### src/hw/rtl/fms_pkg.sv
// Package: shared widths, configuration register indexes and scaling constants.
`default_nettype none

package fms_pkg;

  // Configuration channel geometry
  localparam int CFG_IDX_W  = 3;
  localparam int CFG_DATA_W = 9;

  typedef enum logic [CFG_IDX_W-1:0] {
    CFG_ALT_TOL     = 3'd0,
    CFG_YAW_TOL     = 3'd1,
    CFG_ALT_STEP    = 3'd2,
    CFG_YAW_STEP    = 3'd3,
    CFG_START_DELAY = 3'd4,
    CFG_ALT_CEIL    = 3'd5,
    CFG_HOVER_YAW   = 3'd6
  } cfg_idx_e;

  // Flight mode codes on the result channel
  typedef enum logic [2:0] {
    FM_LANDED  = 3'd0,
    FM_TAKEOFF = 3'd1,
    FM_HOVER   = 3'd2,
    FM_FLYING  = 3'd3,
    FM_LANDING = 3'd4
  } flight_mode_e;

  // x*100/1241 as x*PCT_RECIP >> PCT_SHIFT, exact for 16-bit magnitudes
  localparam int PCT_SHIFT = 35;
  localparam logic [31:0] PCT_RECIP =
    32'(((64'd100 << PCT_SHIFT) + 64'd1240) / 64'd1241);

  // x*1241/100 as x*CNT_RECIP >> CNT_SHIFT, exact for 7-bit targets
  localparam int CNT_SHIFT = 16;
  localparam logic [19:0] CNT_RECIP =
    20'(((64'd1241 << CNT_SHIFT) + 64'd99) / 64'd100);

  // x*112/90 as x*STEP_RECIP >> STEP_SHIFT, exact for 9-bit magnitudes
  localparam int STEP_SHIFT = 16;
  localparam logic [16:0] STEP_RECIP =
    17'(((64'd56 << STEP_SHIFT) + 64'd44) / 64'd45);

endpackage

`default_nettype wire

### src/hw/rtl/fms_if.sv
// Interfaces: configuration write, tick input and result channels.
`default_nettype none

interface fms_cfg_if;
  logic                           valid;
  logic                           ready;
  logic [fms_pkg::CFG_IDX_W-1:0]  index;
  logic [fms_pkg::CFG_DATA_W-1:0] data;

  modport source (output valid, output index, output data, input ready);
  modport sink   (input valid, input index, input data, output ready);
endinterface

interface fms_in_if #(
  parameter int SAMPLE_BITS = 12
);
  logic                   valid;
  logic                   ready;
  logic [SAMPLE_BITS-1:0] height_sample;
  logic signed [8:0]      measured_yaw;
  logic                   switch_up;
  logic                   push_up;
  logic                   push_down;
  logic                   push_left;
  logic                   push_right;
  logic                   reference_found;

  modport source (output valid, output height_sample, output measured_yaw,
                  output switch_up, output push_up, output push_down,
                  output push_left, output push_right, output reference_found,
                  input ready);
  modport sink   (input valid, input height_sample, input measured_yaw,
                  input switch_up, input push_up, input push_down,
                  input push_left, input push_right, input reference_found,
                  output ready);
endinterface

interface fms_out_if;
  logic              valid;
  logic              ready;
  logic [2:0]        flight_mode;
  logic signed [9:0] altitude_pct;
  logic [6:0]        altitude_target;
  logic signed [8:0] yaw_target;
  logic [10:0]       altitude_target_counts;
  logic signed [8:0] yaw_target_steps;
  logic              main_motor_on;
  logic              tail_motor_on;
  logic              altitude_target_load;
  logic              yaw_target_load;
  logic              clear_main_integrator;
  logic              clear_tail_integrator;

  modport source (output valid, output flight_mode, output altitude_pct,
                  output altitude_target, output yaw_target,
                  output altitude_target_counts, output yaw_target_steps,
                  output main_motor_on, output tail_motor_on,
                  output altitude_target_load, output yaw_target_load,
                  output clear_main_integrator, output clear_tail_integrator,
                  input ready);
  modport sink   (input valid, input flight_mode, input altitude_pct,
                  input altitude_target, input yaw_target,
                  input altitude_target_counts, input yaw_target_steps,
                  input main_motor_on, input tail_motor_on,
                  input altitude_target_load, input yaw_target_load,
                  input clear_main_integrator, input clear_tail_integrator,
                  output ready);
endinterface

`default_nettype wire

### src/hw/rtl/fms_pct_conv.sv
// Height sample to altitude percent against the ground reference, saturated.
`default_nettype none

module fms_pct_conv #(
  parameter int SAMPLE_BITS = 12
) (
  input  logic [SAMPLE_BITS-1:0] ground_ref_i,
  input  logic [SAMPLE_BITS-1:0] sample_i,
  output logic signed [9:0]      pct_o
);

  localparam int PW = SAMPLE_BITS + $bits(fms_pkg::PCT_RECIP);
  localparam int QW = PW - fms_pkg::PCT_SHIFT;
  localparam int XW = (QW > 10) ? QW : 10;

  logic [SAMPLE_BITS:0]   diff;
  logic                   neg;
  logic [SAMPLE_BITS-1:0] mag;
  logic [PW-1:0]          prod;
  logic [QW-1:0]          quo;
  logic [XW-1:0]          quo_x;

  // Magnitude of the exact difference, then truncating scale
  assign diff  = {1'b0, ground_ref_i} - {1'b0, sample_i};
  assign neg   = diff[SAMPLE_BITS];
  assign mag   = neg ? SAMPLE_BITS'({1'b0, sample_i} - {1'b0, ground_ref_i})
                     : diff[SAMPLE_BITS-1:0];
  assign prod  = PW'(mag) * PW'(fms_pkg::PCT_RECIP);
  assign quo   = prod[PW-1:fms_pkg::PCT_SHIFT];
  assign quo_x = XW'(quo);

  // Saturate to the 10-bit signed range
  always_comb begin
    if (neg) begin
      if (quo_x >= XW'(512)) pct_o = -10'sd512;
      else                   pct_o = $signed(10'(10'd0 - quo_x[9:0]));
    end else begin
      if (quo_x > XW'(511))  pct_o = 10'sd511;
      else                   pct_o = $signed(quo_x[9:0]);
    end
  end

endmodule

`default_nettype wire

### src/hw/rtl/fms_target_conv.sv
// Targets to controller units: ADC counts and encoder steps.
`default_nettype none

module fms_target_conv (
  input  logic [6:0]        alt_target_i,
  input  logic signed [8:0] yaw_target_i,
  output logic [10:0]       counts_o,
  output logic signed [8:0] steps_o
);

  localparam int CPW = 7 + $bits(fms_pkg::CNT_RECIP);
  localparam int SPW = 9 + $bits(fms_pkg::STEP_RECIP);

  logic [CPW-1:0] cnt_prod;
  logic           yaw_neg;
  logic [8:0]     yaw_mag;
  logic [SPW-1:0] step_prod;
  logic [SPW-1-fms_pkg::STEP_SHIFT:0] step_quo;

  // Percent to counts, truncated
  assign cnt_prod = CPW'(alt_target_i) * CPW'(fms_pkg::CNT_RECIP);
  assign counts_o = cnt_prod[fms_pkg::CNT_SHIFT +: 11];

  // Degrees to steps, truncated toward zero
  assign yaw_neg   = yaw_target_i[8];
  assign yaw_mag   = yaw_neg ? 9'(9'd0 - $unsigned(yaw_target_i)) : $unsigned(yaw_target_i);
  assign step_prod = SPW'(yaw_mag) * SPW'(fms_pkg::STEP_RECIP);
  assign step_quo  = step_prod[SPW-1:fms_pkg::STEP_SHIFT];

  always_comb begin
    if (yaw_neg) begin
      if (step_quo >= 10'd256) steps_o = -9'sd256;
      else                     steps_o = $signed(9'(9'd0 - step_quo[8:0]));
    end else begin
      if (step_quo > 10'd255)  steps_o = 9'sd255;
      else                     steps_o = $signed(step_quo[8:0]);
    end
  end

endmodule

`default_nettype wire

### src/hw/rtl/flight_mode_setpoint_sequencer.sv
// Top level: flight mode sequencer with target stepping and unit scaling.
//
//  channel  modport  direction  carries
//  cfg_i    sink     in         register index and write data, always ready
//  in_i     sink     in         one control tick: height, yaw, switch, buttons
//  out_o    source   out        mode, targets, motor levels, command pulses
//
// One tick per clock sustained while results are taken; a tick is captured in the
// input register, then moves on to the result register. Altitude percent is formed
// while the tick is captured, against a forwarded ground reference.
// A stalled result holds one more tick in the input register; in_i.ready drops
// only when both registers are full. Asynchronous reset clears the mode state
// and loads the register defaults; no memory needs a clearing pass.
`default_nettype none

module flight_mode_setpoint_sequencer #(
  parameter int SAMPLE_BITS = 12
) (
  input  logic      clk_i,
  input  logic      rst_ni,
  fms_cfg_if.sink   cfg_i,
  fms_in_if.sink    in_i,
  fms_out_if.source out_o
);

  typedef enum logic [4:0] {
    MODE_LANDED  = 5'b00001,
    MODE_TAKEOFF = 5'b00010,
    MODE_HOVER   = 5'b00100,
    MODE_FLYING  = 5'b01000,
    MODE_LANDING = 5'b10000
  } mode_e;

  // Configuration registers
  logic [4:0]        atol_q, ytol_q, delay_q;
  logic [5:0]        astep_q, ystep_q;
  logic [6:0]        ceil_q;
  logic signed [8:0] hover_yaw_q;

  // Sequencer state
  mode_e                  mode_q, mode_d;
  logic [6:0]             alt_goal_q, alt_goal_d;
  logic signed [8:0]      yaw_goal_q, yaw_goal_d;
  logic [4:0]             start_cnt_q, start_cnt_d;
  logic                   start_done_q, start_done_d;
  logic [SAMPLE_BITS-1:0] gref_q, gref_d, gref_fwd;
  logic                   main_on_q, main_on_d;
  logic                   tail_on_q, tail_on_d;

  // Input register
  logic                   s1_valid_q;
  logic [SAMPLE_BITS-1:0] s1_sample_q;
  logic signed [9:0]      s1_pct_q;
  logic signed [8:0]      s1_myaw_q;
  logic                   s1_sw_q, s1_up_q, s1_down_q, s1_left_q, s1_right_q, s1_found_q;

  // Result register
  logic              out_valid_q;
  logic [2:0]        out_mode_q;
  logic signed [9:0] out_pct_q;
  logic [6:0]        out_alt_q;
  logic signed [8:0] out_yaw_q;
  logic [10:0]       out_counts_q;
  logic signed [8:0] out_steps_q;
  logic              out_main_q, out_tail_q, out_aload_q, out_yload_q;
  logic              out_cmain_q, out_ctail_q;

  // Working signals
  logic              in_fire, advance;
  logic signed [9:0] in_pct;
  logic [8:0]        myaw_mag;
  logic              yaw_ok;
  logic signed [10:0] pct_w, to_diff;
  logic [10:0]       to_err;
  logic [9:0]        lim1, lim2;
  logic              near1, near2;
  logic [6:0]        land_goal;
  logic [7:0]        up_sum;
  logic signed [10:0] ystep_s, yaw_w;
  logic              aload, yload, cmain, ctail;
  logic [2:0]        mode_code;
  logic [10:0]       counts;
  logic signed [8:0] steps;

  // Configuration writes
  assign cfg_i.ready = 1'b1;

  always_ff @(posedge clk_i or negedge rst_ni) begin
    if (!rst_ni) begin
      atol_q      <= 5'd4;
      ytol_q      <= 5'd5;
      astep_q     <= 6'd10;
      ystep_q     <= 6'd15;
      delay_q     <= 5'd10;
      ceil_q      <= 7'd100;
      hover_yaw_q <= -9'sd30;
    end else if (cfg_i.valid) begin
      case (fms_pkg::cfg_idx_e'(cfg_i.index))
        fms_pkg::CFG_ALT_TOL:     atol_q      <= cfg_i.data[4:0];
        fms_pkg::CFG_YAW_TOL:     ytol_q      <= cfg_i.data[4:0];
        fms_pkg::CFG_ALT_STEP:    astep_q     <= cfg_i.data[5:0];
        fms_pkg::CFG_YAW_STEP:    ystep_q     <= cfg_i.data[5:0];
        fms_pkg::CFG_START_DELAY: delay_q     <= cfg_i.data[4:0];
        fms_pkg::CFG_ALT_CEIL:    ceil_q      <= cfg_i.data[6:0];
        fms_pkg::CFG_HOVER_YAW:   hover_yaw_q <= $signed(cfg_i.data[8:0]);
        default: ;
      endcase
    end
  end

  // Handshake: input register frees when its tick moves to the result register
  assign advance    = s1_valid_q && (!out_valid_q || out_o.ready);
  assign in_i.ready = !s1_valid_q || advance;
  assign in_fire    = in_i.valid && in_i.ready;

  // Percent uses the reference as it stands after the tick ahead updates it
  assign gref_fwd = advance ? gref_d : gref_q;

  fms_pct_conv #(
    .SAMPLE_BITS (SAMPLE_BITS)
  ) u_pct (
    .ground_ref_i (gref_fwd),
    .sample_i     (in_i.height_sample),
    .pct_o        (in_pct)
  );

  always_ff @(posedge clk_i or negedge rst_ni) begin
    if (!rst_ni) begin
      s1_valid_q <= 1'b0;
    end else if (in_fire) begin
      s1_valid_q <= 1'b1;
    end else if (advance) begin
      s1_valid_q <= 1'b0;
    end
  end

  always_ff @(posedge clk_i) begin
    if (in_fire) begin
      s1_sample_q <= in_i.height_sample;
      s1_pct_q    <= in_pct;
      s1_myaw_q   <= in_i.measured_yaw;
      s1_sw_q     <= in_i.switch_up;
      s1_up_q     <= in_i.push_up;
      s1_down_q   <= in_i.push_down;
      s1_left_q   <= in_i.push_left;
      s1_right_q  <= in_i.push_right;
      s1_found_q  <= in_i.reference_found;
    end
  end

  // Shared comparisons for take-off and landing
  assign myaw_mag = s1_myaw_q[8] ? 9'(9'd0 - $unsigned(s1_myaw_q)) : $unsigned(s1_myaw_q);
  assign yaw_ok   = myaw_mag <= {4'd0, ytol_q};
  assign pct_w    = 11'(s1_pct_q);
  assign to_diff  = pct_w - $signed({4'd0, alt_goal_q});
  assign to_err   = to_diff[10] ? 11'(11'd0 - $unsigned(to_diff)) : $unsigned(to_diff);

  assign lim1  = {3'd0, alt_goal_q} + {5'd0, atol_q};
  assign near1 = yaw_ok && (pct_w <= $signed({1'b0, lim1}));
  always_comb begin
    land_goal = alt_goal_q;
    if (near1 && (alt_goal_q != 7'd0)) begin
      land_goal = (alt_goal_q >= {1'b0, astep_q}) ? (alt_goal_q - {1'b0, astep_q}) : 7'd0;
    end
  end
  assign lim2  = {3'd0, land_goal} + {5'd0, atol_q};
  assign near2 = yaw_ok && (pct_w <= $signed({1'b0, lim2}));

  assign ystep_s = $signed({5'd0, ystep_q});

  // Mode sequencer
  always_comb begin
    mode_d       = mode_q;
    alt_goal_d   = alt_goal_q;
    yaw_goal_d   = yaw_goal_q;
    start_cnt_d  = start_cnt_q;
    start_done_d = start_done_q;
    gref_d       = gref_q;
    main_on_d    = main_on_q;
    tail_on_d    = tail_on_q;
    aload        = 1'b0;
    yload        = 1'b0;
    cmain        = 1'b0;
    ctail        = 1'b0;
    up_sum       = 8'd0;
    yaw_w        = 11'(yaw_goal_q);
    case (mode_q)
      MODE_TAKEOFF: begin
        if (start_done_q && (to_err <= {6'd0, atol_q})) begin
          mode_d     = MODE_HOVER;
          yaw_goal_d = hover_yaw_q;
          yload      = 1'b1;
        end
        if (!start_done_q) begin
          if (start_cnt_q >= delay_q) begin
            cmain        = 1'b1;
            main_on_d    = 1'b1;
            alt_goal_d   = ({1'b0, astep_q} > ceil_q) ? ceil_q : {1'b0, astep_q};
            aload        = 1'b1;
            start_done_d = 1'b1;
          end else begin
            start_cnt_d = start_cnt_q + 5'd1;
          end
        end
      end
      MODE_HOVER: begin
        ctail = 1'b1;
        if (s1_found_q) begin
          yload      = 1'b1;
          yaw_goal_d = 9'sd0;
          mode_d     = MODE_FLYING;
        end
      end
      MODE_FLYING: begin
        // Altitude buttons: up first, then down
        if (s1_up_q) begin
          up_sum     = {1'b0, alt_goal_d} + {2'd0, astep_q};
          alt_goal_d = (up_sum > {1'b0, ceil_q}) ? ceil_q : up_sum[6:0];
          aload      = 1'b1;
        end
        if (s1_down_q) begin
          alt_goal_d = (alt_goal_d >= {1'b0, astep_q}) ? (alt_goal_d - {1'b0, astep_q})
                                                       : 7'd0;
          aload      = 1'b1;
        end
        // Yaw buttons with wrap: right first, then left
        if (s1_right_q) begin
          if (yaw_w >= 11'sd180) yaw_w = -11'sd180;
          yaw_w = yaw_w + ystep_s;
          yload = 1'b1;
        end
        if (s1_left_q) begin
          if (yaw_w <= (-11'sd180 + ystep_s)) yaw_w = 11'sd180 + ystep_s;
          yaw_w = yaw_w - ystep_s;
          yload = 1'b1;
        end
        yaw_goal_d = 9'(yaw_w);
        if (!s1_sw_q) begin
          mode_d     = MODE_LANDING;
          yaw_goal_d = 9'sd0;
          yload      = 1'b1;
        end
      end
      MODE_LANDING: begin
        if (near1 && (alt_goal_q != 7'd0)) begin
          aload = 1'b1;
        end
        alt_goal_d = land_goal;
        if (near2 && (land_goal == 7'd0)) begin
          mode_d    = MODE_LANDED;
          main_on_d = 1'b0;
          tail_on_d = 1'b0;
        end
      end
      default: begin
        // Landed: recapture the ground reference every tick
        mode_d = MODE_LANDED;
        gref_d = s1_sample_q;
        if (s1_sw_q) begin
          tail_on_d    = 1'b1;
          yaw_goal_d   = 9'sd0;
          start_cnt_d  = 5'd0;
          start_done_d = 1'b0;
          yload        = 1'b1;
          cmain        = 1'b1;
          mode_d       = MODE_TAKEOFF;
        end
      end
    endcase
  end

  always_comb begin
    case (mode_d)
      MODE_TAKEOFF: mode_code = fms_pkg::FM_TAKEOFF;
      MODE_HOVER:   mode_code = fms_pkg::FM_HOVER;
      MODE_FLYING:  mode_code = fms_pkg::FM_FLYING;
      MODE_LANDING: mode_code = fms_pkg::FM_LANDING;
      default:      mode_code = fms_pkg::FM_LANDED;
    endcase
  end

  fms_target_conv u_tgt (
    .alt_target_i (alt_goal_d),
    .yaw_target_i (yaw_goal_d),
    .counts_o     (counts),
    .steps_o      (steps)
  );

  // State update once per tick
  always_ff @(posedge clk_i or negedge rst_ni) begin
    if (!rst_ni) begin
      mode_q       <= MODE_LANDED;
      alt_goal_q   <= 7'd0;
      yaw_goal_q   <= 9'sd0;
      start_cnt_q  <= 5'd0;
      start_done_q <= 1'b0;
      gref_q       <= '0;
      main_on_q    <= 1'b0;
      tail_on_q    <= 1'b0;
    end else if (advance) begin
      mode_q       <= mode_d;
      alt_goal_q   <= alt_goal_d;
      yaw_goal_q   <= yaw_goal_d;
      start_cnt_q  <= start_cnt_d;
      start_done_q <= start_done_d;
      gref_q       <= gref_d;
      main_on_q    <= main_on_d;
      tail_on_q    <= tail_on_d;
    end
  end

  // Result register
  always_ff @(posedge clk_i or negedge rst_ni) begin
    if (!rst_ni) begin
      out_valid_q <= 1'b0;
    end else if (advance) begin
      out_valid_q <= 1'b1;
    end else if (out_o.ready) begin
      out_valid_q <= 1'b0;
    end
  end

  always_ff @(posedge clk_i) begin
    if (advance) begin
      out_mode_q   <= mode_code;
      out_pct_q    <= s1_pct_q;
      out_alt_q    <= alt_goal_d;
      out_yaw_q    <= yaw_goal_d;
      out_counts_q <= counts;
      out_steps_q  <= steps;
      out_main_q   <= main_on_d;
      out_tail_q   <= tail_on_d;
      out_aload_q  <= aload;
      out_yload_q  <= yload;
      out_cmain_q  <= cmain;
      out_ctail_q  <= ctail;
    end
  end

  assign out_o.valid                  = out_valid_q;
  assign out_o.flight_mode            = out_mode_q;
  assign out_o.altitude_pct           = out_pct_q;
  assign out_o.altitude_target        = out_alt_q;
  assign out_o.yaw_target             = out_yaw_q;
  assign out_o.altitude_target_counts = out_counts_q;
  assign out_o.yaw_target_steps       = out_steps_q;
  assign out_o.main_motor_on          = out_main_q;
  assign out_o.tail_motor_on          = out_tail_q;
  assign out_o.altitude_target_load   = out_aload_q;
  assign out_o.yaw_target_load        = out_yload_q;
  assign out_o.clear_main_integrator  = out_cmain_q;
  assign out_o.clear_tail_integrator  = out_ctail_q;

  // Checks
  a_main_needs_tail: assert property (@(posedge clk_i) disable iff (!rst_ni)
    main_on_q |-> tail_on_q)
    else $error("main motor enabled without tail motor");

  a_landed_motors_off: assert property (@(posedge clk_i) disable iff (!rst_ni)
    (mode_q == MODE_LANDED) |-> (!main_on_q && !tail_on_q))
    else $error("motor enabled while landed");

  a_airborne_main_on: assert property (@(posedge clk_i) disable iff (!rst_ni)
    ((mode_q == MODE_HOVER) || (mode_q == MODE_FLYING)) |-> main_on_q)
    else $error("hover or flying without main motor");

  a_stall_holds_state: assert property (@(posedge clk_i) disable iff (!rst_ni)
    (out_valid_q && !out_o.ready) |=>
      ($stable(mode_q) && $stable(alt_goal_q) && $stable(yaw_goal_q)))
    else $error("sequencer state moved while result stalled");

endmodule

`default_nettype wire

### src/flat_wrapper.sv
// flat-port wrapper written by rule: the top's interface ports become plain ports
module flight_mode_setpoint_sequencer_flat 
#(
  parameter int SAMPLE_BITS = 12
)
  (clk_i, rst_ni, cfg_i_valid, cfg_i_index, cfg_i_data, cfg_i_ready, in_i_valid, in_i_height_sample, in_i_measured_yaw, in_i_switch_up, in_i_push_up, in_i_push_down, in_i_push_left, in_i_push_right, in_i_reference_found, in_i_ready, out_o_valid, out_o_flight_mode, out_o_altitude_pct, out_o_altitude_target, out_o_yaw_target, out_o_altitude_target_counts, out_o_yaw_target_steps, out_o_main_motor_on, out_o_tail_motor_on, out_o_altitude_target_load, out_o_yaw_target_load, out_o_clear_main_integrator, out_o_clear_tail_integrator, out_o_ready);
  fms_cfg_if cfg_i_i ();
  fms_in_if #(.SAMPLE_BITS(SAMPLE_BITS)) in_i_i ();
  fms_out_if out_o_i ();
  input  logic clk_i;
  input  logic rst_ni;
  input wire logic [$bits(cfg_i_i.valid)-1:0] cfg_i_valid;
  input wire logic [$bits(cfg_i_i.index)-1:0] cfg_i_index;
  input wire logic [$bits(cfg_i_i.data)-1:0] cfg_i_data;
  output wire logic [$bits(cfg_i_i.ready)-1:0] cfg_i_ready;
  input wire logic [$bits(in_i_i.valid)-1:0] in_i_valid;
  input wire logic [$bits(in_i_i.height_sample)-1:0] in_i_height_sample;
  input wire logic [$bits(in_i_i.measured_yaw)-1:0] in_i_measured_yaw;
  input wire logic [$bits(in_i_i.switch_up)-1:0] in_i_switch_up;
  input wire logic [$bits(in_i_i.push_up)-1:0] in_i_push_up;
  input wire logic [$bits(in_i_i.push_down)-1:0] in_i_push_down;
  input wire logic [$bits(in_i_i.push_left)-1:0] in_i_push_left;
  input wire logic [$bits(in_i_i.push_right)-1:0] in_i_push_right;
  input wire logic [$bits(in_i_i.reference_found)-1:0] in_i_reference_found;
  output wire logic [$bits(in_i_i.ready)-1:0] in_i_ready;
  output wire logic [$bits(out_o_i.valid)-1:0] out_o_valid;
  output wire logic [$bits(out_o_i.flight_mode)-1:0] out_o_flight_mode;
  output wire logic [$bits(out_o_i.altitude_pct)-1:0] out_o_altitude_pct;
  output wire logic [$bits(out_o_i.altitude_target)-1:0] out_o_altitude_target;
  output wire logic [$bits(out_o_i.yaw_target)-1:0] out_o_yaw_target;
  output wire logic [$bits(out_o_i.altitude_target_counts)-1:0] out_o_altitude_target_counts;
  output wire logic [$bits(out_o_i.yaw_target_steps)-1:0] out_o_yaw_target_steps;
  output wire logic [$bits(out_o_i.main_motor_on)-1:0] out_o_main_motor_on;
  output wire logic [$bits(out_o_i.tail_motor_on)-1:0] out_o_tail_motor_on;
  output wire logic [$bits(out_o_i.altitude_target_load)-1:0] out_o_altitude_target_load;
  output wire logic [$bits(out_o_i.yaw_target_load)-1:0] out_o_yaw_target_load;
  output wire logic [$bits(out_o_i.clear_main_integrator)-1:0] out_o_clear_main_integrator;
  output wire logic [$bits(out_o_i.clear_tail_integrator)-1:0] out_o_clear_tail_integrator;
  input wire logic [$bits(out_o_i.ready)-1:0] out_o_ready;
  assign cfg_i_i.valid = cfg_i_valid;
  assign cfg_i_i.index = cfg_i_index;
  assign cfg_i_i.data = cfg_i_data;
  assign cfg_i_ready = cfg_i_i.ready;
  assign in_i_i.valid = in_i_valid;
  assign in_i_i.height_sample = in_i_height_sample;
  assign in_i_i.measured_yaw = in_i_measured_yaw;
  assign in_i_i.switch_up = in_i_switch_up;
  assign in_i_i.push_up = in_i_push_up;
  assign in_i_i.push_down = in_i_push_down;
  assign in_i_i.push_left = in_i_push_left;
  assign in_i_i.push_right = in_i_push_right;
  assign in_i_i.reference_found = in_i_reference_found;
  assign in_i_ready = in_i_i.ready;
  assign out_o_valid = out_o_i.valid;
  assign out_o_flight_mode = out_o_i.flight_mode;
  assign out_o_altitude_pct = out_o_i.altitude_pct;
  assign out_o_altitude_target = out_o_i.altitude_target;
  assign out_o_yaw_target = out_o_i.yaw_target;
  assign out_o_altitude_target_counts = out_o_i.altitude_target_counts;
  assign out_o_yaw_target_steps = out_o_i.yaw_target_steps;
  assign out_o_main_motor_on = out_o_i.main_motor_on;
  assign out_o_tail_motor_on = out_o_i.tail_motor_on;
  assign out_o_altitude_target_load = out_o_i.altitude_target_load;
  assign out_o_yaw_target_load = out_o_i.yaw_target_load;
  assign out_o_clear_main_integrator = out_o_i.clear_main_integrator;
  assign out_o_clear_tail_integrator = out_o_i.clear_tail_integrator;
  assign out_o_i.ready = out_o_ready;
  flight_mode_setpoint_sequencer #(.SAMPLE_BITS(SAMPLE_BITS)) u_core (.clk_i(clk_i), .rst_ni(rst_ni), .cfg_i(cfg_i_i), .in_i(in_i_i), .out_o(out_o_i));
endmodule
### config.mk
export PLATFORM = sky130hd
export DESIGN_NAME = flight_mode_setpoint_sequencer_flat
export DESIGN_NICKNAME = d
export VERILOG_FILES = /design/src/hw/rtl/fms_pkg.sv /design/src/hw/rtl/fms_if.sv /design/src/hw/rtl/fms_pct_conv.sv /design/src/hw/rtl/fms_target_conv.sv /design/src/hw/rtl/flight_mode_setpoint_sequencer.sv /design/src/flat_wrapper.sv
export SDC_FILE = /design/constraint.sdc
export NUM_CORES = 1
export LEC_CHECK = 0
export BUFFER_PORTS_ARGS = -buffer_cell sky130_fd_sc_hd__buf_2
export CAP_MARGIN = 20
export CORE_ASPECT_RATIO = 1.25
export CORE_MARGIN = 4
export CORE_UTILIZATION = 44
export CTS_BUF_LIST = sky130_fd_sc_hd__clkbuf_4 sky130_fd_sc_hd__clkbuf_8
export DETAILED_ROUTE_END_ITERATION = 7
export GPL_TIMING_DRIVEN = 1
export SETUP_SLACK_MARGIN = 0.05
export SLEW_MARGIN = 40
export SYNTH_ARGS = -nofsm -noshare
export SYNTH_HDL_FRONTEND = slang
export SYNTH_SLANG_ARGS = --single-unit
### constraint.sdc
create_clock -name clk_i -period 15.8 [get_ports clk_i]
set_clock_uncertainty 0.1 [all_clocks]
set_input_delay 4.74 -clock clk_i [delete_from_list [all_inputs] [get_ports clk_i]]
set_output_delay 4.74 -clock clk_i [all_outputs]
set_load 0.05 [all_outputs]
==> results by group <==
Synth
  • Synth top area share: 0.224
  • Top_reg_cell synth: edfxtp_1
  • Most common cell in the netlist: inv_1
  • Sequential cell area fraction in the yosys report: 0.231
  • Synth warnings: 0
  • Synthesis-stage register bit count: 178
  • Gate Count Post-Synth: 2,258
  • Area leader, netlist: ha_1
  • EDFF count, synth: 92
  • Largest cells by area after synthesis: ha_1 22%, fa_1 13%, edfxtp_1 13%
  • Fraction of registers with async set/reset: 0.483
  • Yosys cell types: 82
  • Syn_nets: 2,824
  • Post-synth top cells: 392 x inv_1, 382 x ha_1, 140 x fa_1, 122 x nand2_1, 108 x a21oi_1
  • Post-Syn Area: 0.0214 mm^2
  • Mapped Avg Cell Area: 9.47 um^2

Clocking
  • Clock Latency Late Sink: 0.53 ns
  • Num CTS Buffers: 17
  • Root Driver: clkbuf_8
  • TritonCTS clock tree: yes
  • Clock sinks: about 180
  • CTS H-tree lvls: 4
  • Clock slew at reported path FFs: about 0.11 ns
  • CTS Hold Bufs: 0
  • CTS Buffer Depth: 2

Die
  • Core Area: 0.0482 mm^2
  • Die H: around 250 um
  • # IOs: roughly 100
  • Row cnt: 90
  • Starting Density: 0.444
  • Die Wd: a little over 200 um
  • Full die area: 0.0522 mm^2

Global route
  • Vias in the first global route: 17,000
  • Total GRT Usage: 0.214
  • Largest net degree at the start of global routing: 78
  • Global route overflow: 0
  • Initial antenna violation count: 1
  • First-pass GRT wire length: ~89,000 um

Timing
  • Final worst path period share: 0.946
  • Fin. Hold Viols: 0
  • Slew of the pin with the lowest slew margin: 0.853 ns
  • FMAX: 0.0669 GHz
  • Final Max Slew Viols: 0
  • RSZ-0062 raised after global routing: false
  • Post-layout min period: about 15 ns
  • Slew HR: 0.432
  • Final Setup Violations: 0

Critical path
  • Nature of the critical path startpoint: primary input
  • Critical Path Most Common Cell: fa_1
  • Critical path's slowest cell: fa_1
  • Critical path type: primary input to register
  • Crit-path max FO: 9
  • Crit path DAT: 15.14 ns
  • WP data required: 15.99 ns
  • CP Capture Type: register
  • CP max stage delay: roughly 0.52 ns
  • R2R cell count: 52

Status
  • Outcome: completed

Final layout
  • Share of post-route cells with drive strength above 1: 0.107
  • Post-layout util: 0.481
  • Finished Layout Cells: 3,018
  • Nets: 2,926
  • Area delta synth->final: 8.41%
  • Fill count: ~4,700

Drt
  • DR iter-0 viols: 882
  • Drt pass-1 iters: 5
  • DRC Markers: 0
  • Vias: 16,400
  • Antenna-violating nets left: 0
  • DR WL/cell: 18.3 um
  • Routed wire length: 55,300 um
  • Vias per cell: 5.45

Place
  • Detailed placement HPWL: 45,600 um
  • Port bufs: 100
  • Final GP Congestion: about 0.95
  • Post-Place Cells: 2,983

Worst hold path
  • HP Class: register to register
  • Hold Path Cell Cnt: 0

Job
  • Max_cap viols: 0
## worst max-delay path: cells and delay by family
| family | cells | cell delay [ns] |
|---|---|---|
| AO/OA/AOI/OAI | 15 | 3.12 |
| adder cells (fa/ha/maj) | 7 | 3.11 |
| AND/OR/NAND/NOR | 8 | 1.83 |
| multiplexers | 3 | 1.05 |
| buffers and inverters | 6 | 0.72 |
| XOR/XNOR | 2 | 0.54 |
## cell usage in the layout, fill, tap and decap left out, types with 11 or more instances in the layout
cell | synthesis | routed
a21o_1 | 48 | 48
a21oi_1 | 108 | 108
a31oi_1 | 21 | 21
and2_1 | 18 | 17
and3_1 | 18 | 18
buf_2 | 2 | 99
buf_4 | 1 | 26
clkbuf_8 | 0 | 20
dfrtp_1 | 66 | 66
dfstp_2 | 20 | 20
edfxtp_1 | 92 | 92
fa_1 | 140 | 140
ha_1 | 382 | 382
inv_1 | 392 | 391
mux2_2 | 41 | 41
mux2i_1 | 34 | 34
nand2_1 | 122 | 121
nand2b_1 | 26 | 26
nand3_1 | 37 | 37
nand4_1 | 29 | 29
nor2_1 | 95 | 94
nor2b_1 | 27 | 27
nor3_1 | 33 | 31
o211ai_1 | 17 | 17
o21a_1 | 30 | 30
o21ai_0 | 102 | 102
o21ai_1 | 12 | 12
o31ai_1 | 11 | 11
or2_2 | 11 | 11
xnor2_1 | 76 | 74
xor2_1 | 33 | 33
## final timing paths
kind / end / start / slack [ns]
max in group asynchronous: u_core.alt_goal_q[2]$_DFFE_PN0P_ / rst_ni / 10.45
max reg2reg: u_core.out_o.yaw_target_steps[5]$_DFFE_PP_ / u_core.yaw_goal_q[3]$_DFFE_PN0P_ / 2.06
max: u_core.s1_pct_q[7]$_DFFE_PP_ / out_o_ready / 0.85
min in group asynchronous: u_core.ystep_q[5]$_DFFE_PN0P_ / rst_ni / 4.05
min reg2reg: u_core.out_o.altitude_pct[0]$_DFFE_PP_ / u_core.s1_pct_q[0]$_DFFE_PP_ / 0.39
min: u_core.out_o.altitude_pct[0]$_DFFE_PP_ / u_core.s1_pct_q[0]$_DFFE_PP_ / 0.39
## cell type report
type / instances / area (um^2) / share of cell area
diodes: 1 / 2.50 / 0.000108
clock buffers: 22 / 290 / 0.0125
well taps: 644 / 806 / 0.0348
multi-input cells: 1642 / 14900 / 0.641
repair buffers: 127 / 707 / 0.0305
flip-flops and latches: 178 / 4940 / 0.213
clock inverters: 10 / 101 / 0.00437
inverters: 394 / 1480 / 0.0639
## metrics by stage
stage | setup TNS (ns) | hold WS, ns | setup WS [ns] | cell area, um^2
finish | 0 | 0.389 | 0.854 | 23200
global route | 0 | 0.404 | 0.123 | 23200
CTS | 0 | 0.395 | 0.379 | 23100
detailed placement | -0.241 | 0.373 | -0.217 | 22700
global placement | 0 | 0.379 | 0.241 | 22700
floorplan | 0 | 0.326 | 1.02 | 21400
## registers in the layout, indices dropped and copies added, names as in the netlist, 7 cells and up
name / cells
u_core.alt_goal_q: 7
u_core.ceil_q: 7
u_core.gref_q: 12
u_core.hover_yaw_q: 9
u_core.out_o.altitude_pct: 10
u_core.out_o.altitude_target: 7
u_core.out_o.altitude_target_counts: 11
u_core.out_o.yaw_target: 9
u_core.out_o.yaw_target_steps: 9
u_core.s1_myaw_q: 9
u_core.s1_pct_q: 10
u_core.s1_sample_q: 12
u_core.yaw_goal_q: 9
## cell families after synthesis
kind of cell	synth area share
mux	0.0375
xor+xnor	0.0447
flops	0.231
simple gates	0.110
buf+inv	0.0772
compound gates	0.145
fa+ha+maj	0.355
other cells	0.000175
## layer usage
layer  up-vias  GRT usage  part of all wire
met3        86     0.0262             0.034
met2       348      0.400              0.53
li1       8023          -                 -
met4         0     0.0670             0.026
met1      7979      0.255              0.41
met5         -          0                 0
## timing repair
| item | CTS | global route |
|---|---|---|
| gates resized for setup | 0 | 3 |
| hold endpoints to repair | 0 | 0 |
| endpoints found under the setup margin | 0 | 5 |
| buffers inserted | 0 | 1 |
Power is not shown: default switching activity piles up to over one toggle a cycle in this logic, so the estimate is an artifact.
